### src/hw/rtl/tst_pkg.sv
// ---------------------------------------------------------------------------
// Totient sieve table package
// Shared widths, table size and the controller-to-datapath command set.
// ---------------------------------------------------------------------------
`default_nettype none

package tst_pkg;

    localparam int TABLE_SIZE = 65536;
    localparam int ADDR_W     = $clog2(TABLE_SIZE);
    localparam int VAL_W      = 16;
    localparam int LIMIT_W    = 17;
    // Largest limit honoured: the table depth, and never more than a 16-bit index reaches.
    localparam int CAP        = (TABLE_SIZE < 65536) ? TABLE_SIZE : 65536;
    localparam logic [LIMIT_W-1:0] LIMIT_RESET = LIMIT_W'(65536);

    typedef enum logic [3:0] {
        DP_NOP,
        DP_LATCH_QUERY,
        DP_INIT_START,
        DP_INIT_WR,
        DP_SIEVE_START,
        DP_MARK_RD,
        DP_NEXT_I,
        DP_INV_START,
        DP_INV_A,
        DP_INV_B,
        DP_PHI_RD,
        DP_PHI_QUO,
        DP_PHI_WR,
        DP_QUERY_RD,
        DP_LOAD_OUT
    } t_dp_op;

    typedef struct packed {
        logic init_done;
        logic sieve_done;
        logic row_done;
        logic marked;
        logic inv_last;
    } t_dp_sts;

endpackage

`default_nettype wire

### src/hw/rtl/tst_ctrl.sv
// ---------------------------------------------------------------------------
// Totient sieve controller
// Sequences the lazy table build and the query read, and owns the handshake.
// ---------------------------------------------------------------------------
`default_nettype none

module tst_ctrl (
    input  wire               i_clk,
    input  wire               i_rst_n,
    input  wire               i_in_valid,
    output logic              o_in_ready,
    output logic              o_out_valid,
    input  wire               i_out_ready,
    input  wire               i_cfg_wr_en,
    input  tst_pkg::t_dp_sts  i_sts,
    output tst_pkg::t_dp_op   o_cmd
);
    import tst_pkg::*;

    typedef enum logic [3:0] {
        S_IDLE,
        S_INIT0,
        S_INIT,
        S_MRD,
        S_MCHK,
        S_INVA,
        S_INVB,
        S_JRD,
        S_JQUO,
        S_JWR,
        S_QRD,
        S_QOUT
    } t_state;

    t_state r_state, n_state;
    logic   r_built, n_built;
    logic   r_out_valid, n_out_valid;
    logic   accept;

    assign o_in_ready = (r_state == S_IDLE) && (!r_out_valid || i_out_ready);
    assign accept     = o_in_ready && i_in_valid;
    assign o_out_valid = r_out_valid;

    always_comb begin
        n_state     = r_state;
        n_built     = r_built;
        n_out_valid = r_out_valid && !i_out_ready;
        o_cmd       = DP_NOP;
        case (r_state)
            S_IDLE: begin
                if (accept) begin
                    o_cmd   = DP_LATCH_QUERY;
                    n_state = r_built ? S_QRD : S_INIT0;
                end
            end
            S_INIT0: begin
                o_cmd   = DP_INIT_START;
                n_state = S_INIT;
            end
            S_INIT: begin
                if (i_sts.init_done) begin
                    o_cmd   = DP_SIEVE_START;
                    n_state = S_MRD;
                end else begin
                    o_cmd = DP_INIT_WR;
                end
            end
            S_MRD: begin
                if (i_sts.sieve_done) begin
                    n_built = 1'b1;
                    n_state = S_QRD;
                end else begin
                    o_cmd   = DP_MARK_RD;
                    n_state = S_MCHK;
                end
            end
            S_MCHK: begin
                if (i_sts.marked) begin
                    o_cmd   = DP_NEXT_I;
                    n_state = S_MRD;
                end else begin
                    o_cmd   = DP_INV_START;
                    n_state = S_INVA;
                end
            end
            S_INVA: begin
                o_cmd   = DP_INV_A;
                n_state = S_INVB;
            end
            S_INVB: begin
                o_cmd   = DP_INV_B;
                n_state = i_sts.inv_last ? S_JRD : S_INVA;
            end
            S_JRD: begin
                if (i_sts.row_done) begin
                    o_cmd   = DP_NEXT_I;
                    n_state = S_MRD;
                end else begin
                    o_cmd   = DP_PHI_RD;
                    n_state = S_JQUO;
                end
            end
            S_JQUO: begin
                o_cmd   = DP_PHI_QUO;
                n_state = S_JWR;
            end
            S_JWR: begin
                o_cmd   = DP_PHI_WR;
                n_state = S_JRD;
            end
            S_QRD: begin
                o_cmd   = DP_QUERY_RD;
                n_state = S_QOUT;
            end
            S_QOUT: begin
                o_cmd       = DP_LOAD_OUT;
                n_out_valid = 1'b1;
                n_state     = S_IDLE;
            end
            default: begin
                n_state = S_IDLE;
            end
        endcase
        if (i_cfg_wr_en) begin
            n_built = 1'b0;
        end
    end

    always_ff @(posedge i_clk) begin
        if (!i_rst_n) begin
            r_state     <= S_IDLE;
            r_built     <= 1'b0;
            r_out_valid <= 1'b0;
        end else begin
            r_state     <= n_state;
            r_built     <= n_built;
            r_out_valid <= n_out_valid;
        end
    end

endmodule

`default_nettype wire

### config.mk
export PLATFORM = sky130hd
export DESIGN_NAME = tst_ctrl
export DESIGN_NICKNAME = d
export VERILOG_FILES = /design/src/hw/rtl/tst_pkg.sv /design/src/hw/rtl/tst_ctrl.sv
export SDC_FILE = /design/constraint.sdc
export NUM_CORES = 1
export LEC_CHECK = 0
export BUFFER_PORTS_ARGS = -buffer_cell sky130_fd_sc_hd__buf_4
export CAP_MARGIN = 20
export CELL_PAD_IN_SITES_DETAIL_PLACEMENT = 0
export CELL_PAD_IN_SITES_GLOBAL_PLACEMENT = 1
export CORE_AREA = 8 8 57 59
export CTS_BUF_LIST = sky130_fd_sc_hd__clkbuf_8
export DETAILED_ROUTE_END_ITERATION = 16
export DIE_AREA = 0 0 65 67
export GPL_ROUTABILITY_DRIVEN = 0
export MAX_ROUTING_LAYER = met4
export PLACE_DENSITY_LB_ADDON = 0.1
export SLEW_MARGIN = 10
export SYNTH_ARGS = -nofsm -noshare
export SYNTH_HDL_FRONTEND = slang
export SYNTH_SLANG_ARGS = --single-unit
### constraint.sdc
create_clock -name i_clk -period 1.54 [get_ports i_clk]
set_clock_uncertainty 0.05 [all_clocks]
set_input_delay 0.308 -clock i_clk [delete_from_list [all_inputs] [get_ports i_clk]]
set_output_delay 0.308 -clock i_clk [all_outputs]
set_load 0.005 [all_outputs]
# --- After elaboration in Yosys (flattened, before gate mapping) ---
# Cells that the tools add are included.
word_totals:
  register_bits: 6
  latchBits: 0
  ramBits: 0
  romBits: 0
  in_bits: 10
  output_inout_bits: 6
  wordCells: 42
  memories: 0
classes:
  add_sub_neg: 0
  multipliers: 0
  div_mod_pow: 0
  magnitude_cmp: 0
  n_eq_ne: 13
  shift: 0
  muxes: 15
  bitwise: 1
  n_reduce_logical: 10
op_table:
  columns: ["cell", "count"]
  rows:
  - ["4-bit case mux with 12 select lines", 1]
  - ["4-bit case mux with 11 select lines", 1]
  - ["4-bit two-way mux", 6]
  - ["4-bit by 3-bit equality test with 1-bit output (second input constant)", 4]
  - ["4-bit equality test (second input constant)", 4]
  - ["3-bit two-way mux", 3]
  - ["4-bit by 2-bit equality test with 1-bit output (second input constant)", 2]
  - ["4-bit by 1-bit equality test with 1-bit output (second input constant)", 1]
  - ["4-bit zero test", 1]
  - ["2-bit != test (second input constant)", 2]
  - ["2-bit AND reduction", 2]
  - ["1-bit logical AND", 3]
  - ["1-bit two-way mux", 3]
  - ["1-bit zero test", 2]
  - ["2-bit two-way mux", 1]
  - ["2-bit OR reduction", 1]
  - ["1-bit logical OR", 1]
  - ["1-bit NOT", 1]

# --- Depth between registers and ports, before layout ---
depth:
  depth_word: 6
  ltp_mapped: 6
  ltp_nobuf: 4

# --- Worst setup path after synthesis ---
# OpenSTA, ideal clock, no wires.
synth_path:
  kind: "register to output"
  start: "register r_state[2]"
  end: "output port o_cmd[0]"
  arrival_ps: 1177
  t_required_ps: 1182
  path_slack_ps: 5
  stages_incl_launch_ff: 6
  path_buffers: 1
  cell_sequence: "dfxtp_1 > buf_6 > or3b_1 > a21o_1 > o21a_1 > o21ai_1"
synth_via:
  elab_chain_len: 5
  elab_cells_between_ends: 16
  classes_between: "eq/ne: 11; mux: 2; reduce/logical: 3"
synth_lines:
  columns: ["item", "line", "source"]
  rows:
  - ["start: declaration", "tst_ctrl.sv:35", "t_state r_state, n_state;"]
  - ["start signal: assignment", "tst_ctrl.sv:135", "r_state <= n_state;"]
  - ["4-bit zero test", "tst_ctrl.sv:40, tst_ctrl.sv:49", null]
  - ["1-bit logical AND", "tst_ctrl.sv:40", "assign o_in_ready = (r_state == S_IDLE) && (!r_out_valid || i_out_ready);"]
  - ["1-bit logical AND", "tst_ctrl.sv:41", "assign accept = o_in_ready && i_in_valid;"]
  - ["1-bit two-way mux", "tst_ctrl.sv:51", "if (accept) begin"]
  - ["4-bit case mux with 12 select lines *", "tst_ctrl.sv:49", "case (r_state)"]
  - ["end: declaration", "tst_ctrl.sv:16", "output tst_pkg::t_dp_op o_cmd"]
# Every way passes the cells marked *; elsewhere a longest branch is shown, timed or not.

# --- Worst setup path in the final report ---
layout_path:
  start: "register r_state[0]"
  end: "output port o_cmd[0]"
# The elaborated chain is that of the path after synthesis.

==> flow_summary.toml <==
[routing]
vias = 747
drtIter0Drc = 36
viasPerCell = 5.082
drcViolationCount = 0
postRouteWirelength_um = 2031
drt_first_pass_iters = 4
wl_per_cell_um = 13.82
ant_nets = 0

[setup_path]
required_ns = 1.18
startpoint_type = "flop"
cp.arrival_ns = 1.47
cp_max_fo = 4
worst_setup_path_end_kind = "output port"
reg2reg_from = "r_state[0]"
worstSetupPathType = "flop to output port"
startpoint = "r_state[0]"

[synthesis]
synthesis.instances = 85
synth_top_area_frac = 0.2043
synth_most_common_cell = "a21oi_1"
synth.avg_cell_area_um2 = 6.918
ys_types = 36
synth_top_area_cell = "dfxtp_1"
syn_nets = 95
yosysWarnings = 0
ys_seq_elements = 6
synth-async-reset-ratio = 0
synth.cell_area_um2 = 588.1
synth-main-ff-cell = "dfxtp_1"
yosys-top-cells-count = "a21oi_1 (7), dfxtp_1 (6), o21ai_0 (6)"
synth_area_leaders = "dfxtp_1 (20%), a21oi_1 (6.0%), nor2b_1 (5.3%), o21ai_0 (5.1%), a31oi_1 (4.3%)"
ys_seq_area_frac = 0.2043
synth-edff-count = 0

[timing]
relSlewSlack = 0.8185
setup_violations = 4
layout_min_cycle_time_ns = 1.831
fin_crit_sh = 1.189
worst_pin_slew_ns = 0.2710
fin_ws_ns = -0.2912
hold_viol = 0
max_freq_mhz = 546.1
rsz0062_at_grt = "true"
slew_viol_final = 0

[clock_network]
clock-sinks = 6
cts_hold_buffers = 0
cts.path.max_buffers = 2
numCtsBuffers = 3
clock_latency_ns = 0.22
cts_tree = "built"
cts_root_buffer = "clkbuf_8"
clk_pin_slew_ns = 0.04
htreeDepth = 1

[place]
post-dp-hpwl_um = 1554
numPortBuffers = 15
place_inst = 143

[floorplanning]
die_h_um = 67
die_area_um2 = 4355
num_rows = 18
core_area_um2 = 2365
initial_utilization = 0.2487
ios = 16
die_w_um = 65

[global_route]
grt_pass1_vias = 725
grt_max_degree = 12
grt_pass1_wl_um = 3236
track_usage = 0.09716
antenna_found_initial = 0
grt_overflow = 0

[cells_and_area]
nets = 129
syn_to_final_growth_pct = 65.74
n_antenna_cell = 0
fin_util = 0.4122
final_cells = 147
drive_gt1_frac = 0.4872

[power_and_ir_drop]
p_per_area_nw_per_um2 = 935.9
ir_worst_vdd_v = 0.0004760
p_total_mw = 0.9122
p_leak_nw = 0.4263

[run_status]
violations = "setup timing"
status = "finished, violations left"

[min_path]
hp-class = "primary input to flop"
worstHoldStart = "i_cfg_wr_en"

[run]
drv_cap = 0
==> state kept, by name, summed over array words and instances, names as in the netlist <==
| signal | count |
|---|---|
| r_built | 1 |
| r_state | 4 |
| o_out_valid | 1 |
==> metal layers <==
layer | up-vias | wire length (µm) | GRT usage
li1 | 377 | - | -
met1 | 335 | 944 | 0.1141
met2 | 28 | 930 | 0.1503
met3 | 7 | 99 | 0.02517
met4 | 0 | 57 | 0.04905
met5 | - | 0 | -
==> path summary, 6_finish.rpt <==
path / end / slack, ns / cells past startpoint
worst max-delay path: o_cmd[0] / -0.29 / 5
worst min-delay path: r_built / 0.19 / 2
worst max register to register: r_state[3] / 0.10 / 6
worst min register to register: r_built / 0.53 / 2
==> cell families (layout without fill, tap and decap cells) <==
| family | count (synthesis) | after routing | share of synthesized area |
|---|---|---|---|
| multiplexers | 1 | 1 | 0.01915 |
| flip-flops | 6 | 6 | 0.2043 |
| buffers and inverters | 12 | 44 | 0.1064 |
| AO/OA/AOI/OAI | 33 | 33 | 0.3532 |
| AND/OR/NAND/NOR | 33 | 33 | 0.3171 |
==> worst max-delay path: stages (launching register included) <==
cell and delay [ns]:
dfxtp_2 0.34, or3b_4 0.38, a21o_1 0.18, o21a_1 0.11, o21ai_1 0.12, buf_4 0.13
==> area by class of cell <==
type / instances / area [µm²]
inverter: 4 / 15.01
timing repair buffer: 37 / 289.0
fill: 266 / 1390
multi-input combinational: 67 / 464.2
clock buffer: 3 / 41.29
sequential: 6 / 127.6
tap: 30 / 37.54
==> power breakdown <==
group	total (mW)	switching (mW)	internal (mW)
Combinational	0.488	0.230	0.258
Sequential	0.191	0.0175	0.173
Clock	0.233	0.0655	0.168
Total	0.912	0.313	0.599
==> cell usage in the layout (no fill, tap or decap), types with 3 or more instances in the layout <==
| master | Yosys | final |
|---|---|---|
| nand2b_1 | 3 | 3 |
| buf_4 | 1 | 34 |
| clkbuf_8 | 0 | 3 |
| inv_1 | 4 | 4 |
| o21ai_0 | 6 | 5 |
| dfxtp_2 | 0 | 3 |
| nor2b_1 | 5 | 4 |
| a31oi_1 | 4 | 4 |
| nor2_1 | 5 | 3 |
| nand2_1 | 5 | 5 |
| a21oi_1 | 7 | 6 |
| buf_6 | 1 | 3 |
| nand3_1 | 3 | 3 |
==> repair_timing <==
item                                    CTS  global route
buffers inserted                          1             0
pin swaps                                 4             3
endpoints found under the setup margin    5             6
resized for setup                         9            15
==> stage by stage <==
step	hold WS, ns	setup WS (ns)	cell area [µm²]	setup TNS [ns]
after floorplan	0.3341	0.004730	588.1	0
after global placement	0.4177	-0.1450	848.3	-0.1450
after detailed placement	0.4229	-0.1371	848.3	-0.1487
after CTS	0.1881	-0.2726	920.9	-0.7967
after global routing	0.1916	-0.3593	974.7	-1.041
final	0.1902	-0.2912	974.7	-0.7305
Power figures use the tool's default switching activity.
